===== config.mk =====
export PLATFORM = sky130hd
export DESIGN_NAME = sorted_set_table_core
export DESIGN_NICKNAME = d
export VERILOG_FILES = /design/src/rtl/sst_pkg.sv /design/src/rtl/sst_ram.sv /design/src/rtl/sorted_set_table_core.sv
export SDC_FILE = /design/constraint.sdc
export NUM_CORES = 1
export LEC_CHECK = 0
export BUFFER_PORTS_ARGS = -buffer_cell sky130_fd_sc_hd__buf_2
export CAP_MARGIN = 30
export CORE_MARGIN = 8
export CORE_UTILIZATION = 53
export DETAILED_ROUTE_END_ITERATION = 16
export GPL_ROUTABILITY_DRIVEN = 0
export PLACE_DENSITY = 0.8
export SKIP_LAST_GASP = 1
export SYNTH_ARGS = -nofsm -noshare
export SYNTH_HDL_FRONTEND = slang
export SYNTH_HIERARCHICAL = 1
export SYNTH_SLANG_ARGS = --single-unit

===== constraint.sdc =====
create_clock -name clk -period 7.57 [get_ports clk]
set_clock_uncertainty 0.1 [all_clocks]
set_input_delay 1.1355 -clock clk [delete_from_list [all_inputs] [get_ports clk]]
set_output_delay 1.1355 -clock clk [all_outputs]
set_load 0.01 [all_outputs]

===== src/rtl/sst_pkg.sv =====
// Shared types and codes for the sorted set table.
package sst_pkg;

  localparam int DATA_W       = 32;
  localparam int CAPACITY_DEF = 16;
  localparam int COUNT_W      = 5;

  localparam logic [1:0] KIND_INSERT = 2'd0;
  localparam logic [1:0] KIND_REMOVE = 2'd1;
  localparam logic [1:0] KIND_LOOKUP = 2'd2;

  localparam logic [1:0] ST_DONE = 2'd0;
  localparam logic [1:0] ST_MISS = 2'd1;
  localparam logic [1:0] ST_FULL = 2'd2;

  typedef struct packed {
    logic [1:0]               kind;
    logic signed [DATA_W-1:0] value;
  } req_t;

  typedef struct packed {
    logic               success;
    logic [1:0]         status;
    logic [COUNT_W-1:0] entry_count;
  } rsp_t;

endpackage


===== src/rtl/sst_ram.sv =====
// Generic single-port-write, single-port-read RAM with registered read.
module sst_ram #(
  parameter int WIDTH = 32,
  parameter int DEPTH = 16
) (
  input  logic                     clk,
  input  logic                     we,
  input  logic [$clog2(DEPTH)-1:0] waddr,
  input  logic [WIDTH-1:0]         wdata,
  input  logic [$clog2(DEPTH)-1:0] raddr,
  output logic [WIDTH-1:0]         rdata
);

  logic [WIDTH-1:0] mem [DEPTH];

  always_ff @(posedge clk) begin
    if (we) begin
      mem[waddr] <= wdata;
    end
    rdata <= mem[raddr];
  end

endmodule


===== src/rtl/sorted_set_table_core.sv =====
// Sorted set table: ordered table of distinct signed values in one RAM.
//
//   channel  signals                 direction  content
//   req      req_valid/req_stall/req in         operation kind and value
//   rsp      rsp_valid/rsp_stall/rsp out        success, status, entry count
//
// One transaction at a time. A linear scan through the RAM (one entry per
// cycle, registered read) finds the slot at position p. An insert then moves
// (count - p) entries up, a remove (count - p - 1) down, one RAM write per
// cycle. rst clears the count; the table contents need no clearing.
// req is stalled while a transaction is in progress; a finished result waits
// in the rsp register until taken.
module sorted_set_table_core #(
  parameter int CAPACITY = sst_pkg::CAPACITY_DEF
) (
  input  logic          clk,
  input  logic          rst,
  input  logic          req_valid,
  output logic          req_stall,
  input  sst_pkg::req_t req,
  output logic          rsp_valid,
  input  logic          rsp_stall,
  output sst_pkg::rsp_t rsp
);
  import sst_pkg::*;

  localparam int IDX_W = $clog2(CAPACITY);
  localparam int CNT_W = $clog2(CAPACITY + 1);

  localparam logic [2:0] S_IDLE   = 3'd0;
  localparam logic [2:0] S_SCAN   = 3'd1;
  localparam logic [2:0] S_DECIDE = 3'd2;
  localparam logic [2:0] S_SHUP   = 3'd3;
  localparam logic [2:0] S_WRV    = 3'd4;
  localparam logic [2:0] S_SHDN   = 3'd5;
  localparam logic [2:0] S_DONE   = 3'd6;

  logic [2:0]               state, state_next;
  logic [1:0]               kind, kind_next;
  logic signed [DATA_W-1:0] value, value_next;
  logic [CNT_W-1:0]         idx, idx_next;
  logic [CNT_W-1:0]         pos, pos_next;
  logic [CNT_W-1:0]         cursor, cursor_next;
  logic [CNT_W-1:0]         occupied, occupied_next;
  logic                     present, present_next;
  logic                     success, success_next;
  logic [1:0]               status, status_next;
  logic                     rsp_valid_next;
  rsp_t                     rsp_next;

  logic              ram_we;
  logic [IDX_W-1:0]  ram_waddr, ram_raddr;
  logic [DATA_W-1:0] ram_wdata, ram_rdata;

  logic [CNT_W-1:0] idx_inc;
  logic [CNT_W:0]   cursor_plus2;
  logic [CNT_W-1:0] occ_new;

  sst_ram #(
    .WIDTH(DATA_W),
    .DEPTH(CAPACITY)
  ) u_ram (
    .clk  (clk),
    .we   (ram_we),
    .waddr(ram_waddr),
    .wdata(ram_wdata),
    .raddr(ram_raddr),
    .rdata(ram_rdata)
  );

  assign req_stall    = (state != S_IDLE);
  assign idx_inc      = idx + 1'b1;
  assign cursor_plus2 = {1'b0, cursor} + (CNT_W+1)'(2);

  always_comb begin
    case (kind)
      KIND_INSERT: occ_new = success ? occupied + 1'b1 : occupied;
      KIND_REMOVE: occ_new = success ? occupied - 1'b1 : occupied;
      default:     occ_new = occupied;
    endcase
  end

  always_comb begin
    state_next     = state;
    kind_next      = kind;
    value_next     = value;
    idx_next       = idx;
    pos_next       = pos;
    cursor_next    = cursor;
    occupied_next  = occupied;
    present_next   = present;
    success_next   = success;
    status_next    = status;
    rsp_valid_next = rsp_valid;
    rsp_next       = rsp;
    ram_we         = 1'b0;
    ram_waddr      = '0;
    ram_wdata      = value;
    ram_raddr      = '0;

    if (rsp_valid && !rsp_stall) begin
      rsp_valid_next = 1'b0;
    end

    case (state)
      S_IDLE: begin
        if (req_valid) begin
          kind_next  = req.kind;
          value_next = req.value;
          idx_next   = '0;
          if (occupied == '0) begin
            pos_next     = '0;
            present_next = 1'b0;
            state_next   = S_DECIDE;
          end else begin
            ram_raddr  = '0;
            state_next = S_SCAN;
          end
        end
      end
      S_SCAN: begin
        // ram_rdata holds entry idx
        if ($signed(ram_rdata) >= value) begin
          pos_next     = idx;
          present_next = ($signed(ram_rdata) == value);
          state_next   = S_DECIDE;
        end else if (idx_inc == occupied) begin
          pos_next     = occupied;
          present_next = 1'b0;
          state_next   = S_DECIDE;
        end else begin
          idx_next  = idx_inc;
          ram_raddr = IDX_W'(idx_inc);
        end
      end
      S_DECIDE: begin
        success_next = 1'b0;
        status_next  = ST_MISS;
        state_next   = S_DONE;
        case (kind)
          KIND_INSERT: begin
            if (present) begin
              status_next = ST_MISS;
            end else if (occupied == CNT_W'(CAPACITY)) begin
              status_next = ST_FULL;
            end else begin
              success_next = 1'b1;
              status_next  = ST_DONE;
              if (pos == occupied) begin
                ram_we     = 1'b1;
                ram_waddr  = IDX_W'(pos);
                ram_wdata  = value;
              end else begin
                cursor_next = occupied;
                ram_raddr   = IDX_W'(occupied - 1'b1);
                state_next  = S_SHUP;
              end
            end
          end
          KIND_REMOVE: begin
            if (present) begin
              success_next = 1'b1;
              status_next  = ST_DONE;
              if ((pos + 1'b1) < occupied) begin
                cursor_next = pos;
                ram_raddr   = IDX_W'(pos + 1'b1);
                state_next  = S_SHDN;
              end
            end
          end
          default: begin
            if (present) begin
              success_next = 1'b1;
              status_next  = ST_DONE;
            end
          end
        endcase
      end
      S_SHUP: begin
        // move entry cursor-1 up to cursor
        ram_we      = 1'b1;
        ram_waddr   = IDX_W'(cursor);
        ram_wdata   = ram_rdata;
        cursor_next = cursor - 1'b1;
        if ((cursor - 1'b1) == pos) begin
          state_next = S_WRV;
        end else begin
          ram_raddr = IDX_W'(cursor - CNT_W'(2));
        end
      end
      S_WRV: begin
        ram_we     = 1'b1;
        ram_waddr  = IDX_W'(pos);
        ram_wdata  = value;
        state_next = S_DONE;
      end
      S_SHDN: begin
        // move entry cursor+1 down to cursor
        ram_we      = 1'b1;
        ram_waddr   = IDX_W'(cursor);
        ram_wdata   = ram_rdata;
        cursor_next = cursor + 1'b1;
        if (cursor_plus2 < {1'b0, occupied}) begin
          ram_raddr = IDX_W'(cursor_plus2);
        end else begin
          state_next = S_DONE;
        end
      end
      S_DONE: begin
        if (!rsp_valid || !rsp_stall) begin
          rsp_valid_next       = 1'b1;
          rsp_next.success     = success;
          rsp_next.status      = status;
          rsp_next.entry_count = COUNT_W'(occ_new);
          occupied_next        = occ_new;
          state_next           = S_IDLE;
        end
      end
      default: begin
        state_next = S_IDLE;
      end
    endcase
  end

  always_ff @(posedge clk) begin
    if (rst) begin
      state     <= S_IDLE;
      occupied  <= '0;
      rsp_valid <= 1'b0;
    end else begin
      state     <= state_next;
      occupied  <= occupied_next;
      rsp_valid <= rsp_valid_next;
    end
  end

  always_ff @(posedge clk) begin
    kind    <= kind_next;
    value   <= value_next;
    idx     <= idx_next;
    pos     <= pos_next;
    cursor  <= cursor_next;
    present <= present_next;
    success <= success_next;
    status  <= status_next;
    rsp     <= rsp_next;
  end

endmodule


# == Word level (Yosys, flattened, before mapping) ==
# Memory sizes are Yosys's and may differ from the RTL's. A register that Yosys moved wholly into a read port is not among the register bits.
# Cells that the tools add are included.
# op_classes
addsub,8
order_cmp,3
eq_ne,26
n_mux,73
n_reduce_logical,18
# op_table
op,count
$mux W5,14
$mux W4,13
$pmux W5 S2,4
$eq A32 B32 Y1,1
$ge A32 B32 Y1,1
$mux W32,1
$mux W3,9
$ne A3 B3 Y1 const B,7
$pmux W3 S7,1
$add A5 B1 Y5 const B,4
$mux W1,18
$pmux W4 S4,1
$eq A5 B5 Y1,3
$pmux W5 S3,1
$ne A2 B2 Y1 const B,7
$mux W2,6
$pmux W4 S3,1
$sub A5 B1 Y5 const B,2
$eq A3 B3 Y1 const B,3
$pmux W4 S2,1
$reduce_and A4 Y1,2
$reduce_and A7 Y1,1
$add A5 B2 Y6 const B,1
$eq A3 B2 Y1 const B,2
other kinds (20),24
# word_totals
reg_bits,70
mem_bits_rw,512
in_bits,38
output_inout_bits,10
elab_cells,143
memories,1
# mem_list
name,depth,word_bits,read_ports,rd_ports_with_merged_regs,wr,line_no,source
u_ram.mem,16,32,1,1,1,sst_ram.sv:14,logic [WIDTH-1:0] mem [DEPTH];

# == Logic depth before layout (Yosys ltp) ==
# logic_depth
depth_word,8
depth_mapped,16
ltp_nobuf,13

# == Cells and area by module ==
# Netlist, hierarchy kept.
# by_module_without_submodules
module,n_inst,cells_each,area_each_um2,seq_area_each_um2
sst_ram,1,838,19835.3,16015.4
sorted_set_table_core,1,539,4994.8,2011.9

# == Worst setup path after synthesis ==
# OpenSTA, ideal clock, no wires.
# synth_path
path_type,register -> register
from,register occupied[1]
to,memory u_ram.mem[0][0] (enable)
setup_time_ps,461
arrival_time_ps,4705
required_time_ps,7009
setup_slack_ps,2304
path_stages_with_launch,12
n_path_buf,1
period_less_slack_ps,5266
cell_sequence,dfxtp_1 clkbuf_1 inv_1 ha_1 and3_1 and2_1 nor4_4 nand3_1 a21oi_1 or2_2 or3b_2 nor3_1
# synth_via
elab_chain_len,8
elab_cells_between_ends,14
cone_classes,2 x eq/ne; 12 x mux
# synth_lines
element,line_no,source
"start, declared",sorted_set_table_core.sv:44,"logic [CNT_W-1:0] occupied, occupied_next;"
"start signal, assigned",sorted_set_table_core.sv:232,occupied <= occupied_next;
$eq A5 B5 Y1,sorted_set_table_core.sv:149,if (pos == occupied) begin
$mux W1,sorted_set_table_core.sv:149,
$mux W1 (*),sorted_set_table_core.sv:144,end else if (occupied == CNT_W'(CAPACITY)) begin
$mux W1 (*),sorted_set_table_core.sv:142,if (present) begin
$mux W1 (*),sorted_set_table_core.sv:140,case (kind)
$pmux W1 S2 (*),sorted_set_table_core.sv:105,case (state)
named net ram_we,sorted_set_table_core.sv:51,logic ram_we;
$mux W1 (*),sst_ram.sv:17,if (we) begin
$mux W1 (not written as such) (*),sst_ram.sv:18,mem[waddr] <= wdata;
"end, declared",sst_ram.sv:14,
# The timed path passes the listed nets; every way through them passes the cells marked *.

# == Final worst setup path ==
# layout_path
from,register value[31]
to,"register u_ram.rdata[15], read port of u_ram.mem"
# layout_via
elab_chain_len,3
# layout_lines
element,line_no,source
"start, declared",sorted_set_table_core.sv:40,"logic signed [DATA_W-1:0] value, value_next;"
"start signal, assigned",sorted_set_table_core.sv:239,value <= value_next;
$ge A32 B32 Y1,sorted_set_table_core.sv:123,if ($signed(ram_rdata) >= value) begin
$mux W4,sorted_set_table_core.sv:123,
$pmux W4 S4,sorted_set_table_core.sv:105,
named net ram_raddr[0],sorted_set_table_core.sv:52,"logic [IDX_W-1:0] ram_waddr, ram_raddr;"
"end, declared",sst_ram.sv:11,output logic [WIDTH-1:0] rdata
# The timed path passes the listed nets, and every way through them passes these cells.
# A chain may end at the register's enable or synchronous reset.

==> impl_metrics.json <==
{
  "outcome": "complete, no violations",
  "end_kind": "register",
  "vias": 13300,
  "drive_gt1_frac": 0.244,
  "power_density_nw_per_um2": 327,
  "design_area_um2": 28100,
  "synth_edf_count": 573,
  "pwr-share-comb": 0.198,
  "core-area_um2": 46400,
  "synth_warnings": 6,
  "synth_ff_type": "edfxtp_1",
  "viasPerCell": 6.22,
  "setup_tns_ns": 0,
  "grt_pass1_vias": 14000,
  "cp_max_fo": 76,
  "syn_inst": 1377,
  "p_int_uw": 6640,
  "grt_max_degree": 77,
  "place_area_um2": 26100,
  "syn-num-nets": 1467,
  "drt_iter0_drc": 1546,
  "startpoint_type": "register",
  "hold_class": "reg2reg",
  "slew_viol_final": 0,
  "max_cap_violations": 0,
  "dp_hpwl_um": 30700,
  "areaGrowthSynthToFinish_pct": 13.3,
  "r2r_setup_slack_ns": 2.31,
  "ios": 48,
  "crit_arrival_ns": 5.68,
  "worst_pin_slew_ns": 1.05,
  "ys_types": 64,
  "final_antenna_net_count": 0,
  "gr-total-overflow": 0,
  "hold_violations": 0,
  "placement.setup.worst_slack_ns": 2.35,
  "routedWlPerCell_um": 26.5,
  "first_pass_iters": 6,
  "power_switching_uw": 2570,
  "antenna_found_initial": 0,
  "cellLeakagePower_uw": 0.00919,
  "cts_root_buf": "clkbuf_16",
  "peakVddDrop_mv": 0.288,
  "postSynthAreaPerCell_um2": 18.0,
  "numPortBuffers": 47,
  "async_flop_share": 0,
  "clk_pin_slew_ns": 0.06,
  "cts_buffers": 58,
  "syn_area_um2": 24800,
  "clock_sinks": 614,
  "grt_pass1_wl_um": 84400,
  "ctsResizeCount": 0,
  "grt.total_usage": 0.210,
  "finalSetupViolCount": 0,
  "timing.final.ws_setup_ns": 2.31,
  "netSwitchingFraction": 0.279,
  "num_antenna_cells": 0,
  "p_seq_frac": 0.477,
  "slew_headroom": 0.292,
  "seq_area_frac_synth": 0.726,
  "p_clk_frac": 0.325,
  "htree_levels": 2,
  "postCtsHoldBufs": 0,
  "die_h_um": 232,
  "drc": 0,
  "dieArea_um2": 54000,
  "period_needed_ns": 5.26,
  "wl_um": 56500,
  "cts_tree": "yes",
  "crit_type": "reg2reg",
  "required_ns": 7.98,
  "clockBufferDepth": 3,
  "num_rows": 79,
  "final_util": 0.607,
  "finalNonFillerCells": 2133,
  "fmax_mhz": 190,
  "synth_seq_cells": 614,
  "start_util": 0.536,
  "layout.nets": 1567,
  "placed_cells": 2023,
  "clkLatencyLatePin_ns": 0.64,
  "cts_setup_buffers": 0,
  "rsz0062_at_grt": "no",
  "die_w_um": 232,
  "period_share": 0.695
}
state kept, by name, summed over array words and instances (netlist names):
| register | cells |
|---|---|
| u_ram/mem | 512 |
| u_ram/rdata | 32 |
| value | 32 |
| rsp | 8 |
| cursor | 5 |
| idx | 5 |
| occupied | 5 |
| pos | 5 |
| state | 3 |
| kind | 2 |
| status | 2 |
| present | 1 |
| rsp_valid | 1 |
| success | 1 |
path summary, 6_finish.rpt:
| check | from | endpoint | depth (start not counted) |
|---|---|---|---|
| setup / recovery | value[31] | u_ram/rdata[15] | 13 |
| hold / removal | status[1] | rsp[6] | 0 |
| setup reg to reg | value[31] | u_ram/rdata[15] | 13 |
| hold reg to reg | status[1] | rsp[6] | 0 |
cell families (layout without fill, tap and decap cells):
kind of cell | after synthesis | count (layout) | share of synthesized area
DFF | 614 | 614 | 0.726
and+or+nand+nor | 227 | 227 | 0.0438
AOI/OAI and AO/OA | 191 | 191 | 0.0506
muxes | 136 | 136 | 0.119
buffers and inverters | 118 | 267 | 0.0203
adders and majority gates | 52 | 52 | 0.0262
xor gates and xnor gates | 39 | 39 | 0.0138
power groups by stage:
stage	sequential, µW	clock [µW]	combinational, µW
floorplan	4370	0	1280
global placement	4450	0	1680
detailed placement	4460	0	1780
CTS	4390	3030	1820
global route	4420	3140	1980
finish	4390	2990	1820
area by class of cell:
cell class / instances / area [µm²]
fillers: 3120 / 18200
flip-flops and latches: 614 / 18000
multi-input cells: 645 / 6480
clock buffers: 69 / 1500
well taps: 607 / 759
repair buffers: 109 / 704
clock inverters: 40 / 487
inverters: 49 / 184
worst max-delay path: stages, from the launching register on:
cell and delay [ns]:
edfxtp_1 0.37, inv_1 0.07, ha_1 0.49, and4_2 0.33, nand4_1 0.14, nor2_1 0.34
a21oi_2 0.18, xnor2_1 0.45, nand3_1 0.28, o221ai_4 0.80, buf_12 0.58, mux4_2 0.59
a22oi_1 0.26, nand2_1 0.10
layout by cell type (no fill, tap or decap), drive strengths merged, types with 4 or more instances in the layout:
master / netlist / layout
nand4: 5 / 5
inv: 46 / 48
clkbuf: 35 / 69
nor2b: 12 / 12
nor2: 47 / 47
nand3: 21 / 21
o21a: 4 / 4
buf: 34 / 109
ha: 52 / 52
mux4: 128 / 128
a31oi: 5 / 5
mux2i: 8 / 8
a21o: 7 / 7
and3: 5 / 5
nand2b: 11 / 11
dfxtp: 41 / 41
a21oi: 32 / 32
a22oi: 64 / 64
clkinv: 3 / 30
nor4: 5 / 5
and2: 4 / 4
xnor2: 28 / 28
xor2: 11 / 11
nand2: 93 / 93
nor3: 10 / 10
or2: 4 / 4
edfxtp: 573 / 573
o21ai: 53 / 53
bufinv: 0 / 8
Yosys cell counts, drive strengths merged, types with 3 or more instances:
library cell / count / area share
a21o: 7 / 0.0022
a21oi: 32 / 0.0066
a22oi: 64 / 0.019
a31oi: 5 / 0.0015
and2: 4 / 0.0011
and3: 5 / 0.0013
and4: 3 / 0.0012
buf: 34 / 0.0072
clkbuf: 35 / 0.0057
clkinv: 3 / 0.00045
dfxtp: 41 / 0.033
edfxtp: 573 / 0.69
ha: 52 / 0.026
inv: 46 / 0.0070
mux2i: 8 / 0.0032
mux4: 128 / 0.12
nand2: 93 / 0.014
nand2b: 11 / 0.0028
nand3: 21 / 0.0042
nand4: 5 / 0.0013
nor2: 47 / 0.0071
nor2b: 12 / 0.0030
nor3: 10 / 0.0022
nor4: 5 / 0.0021
o21a: 4 / 0.0012
o21ai: 53 / 0.011
o22a: 3 / 0.0011
o22ai: 3 / 0.00076
or2: 4 / 0.0010
xnor2: 28 / 0.0099
xor2: 11 / 0.0039
metrics by stage:
stage / power, µW / hold slack [ns]
6_report: 9210 / 0.336
5_1_grt: 9550 / 0.354
4_1_cts: 9240 / 0.340
2_1_floorplan: 5660 / 0.300
3_3_place_gp: 6130 / 0.304
3_5_place_dp: 6240 / 0.326
metal layers:
| layer | GRT usage | part of all wire | up-vias |
|---|---|---|---|
| met2 | 0.351 | 0.50 | 722 |
| li1 | - | - | 5682 |
| met4 | 0.0852 | 0.033 | 0 |
| met5 | 0 | 0 | - |
| met1 | 0.265 | 0.37 | 6722 |
| met3 | 0.0475 | 0.10 | 146 |
Power figures use the tool's default switching activity.
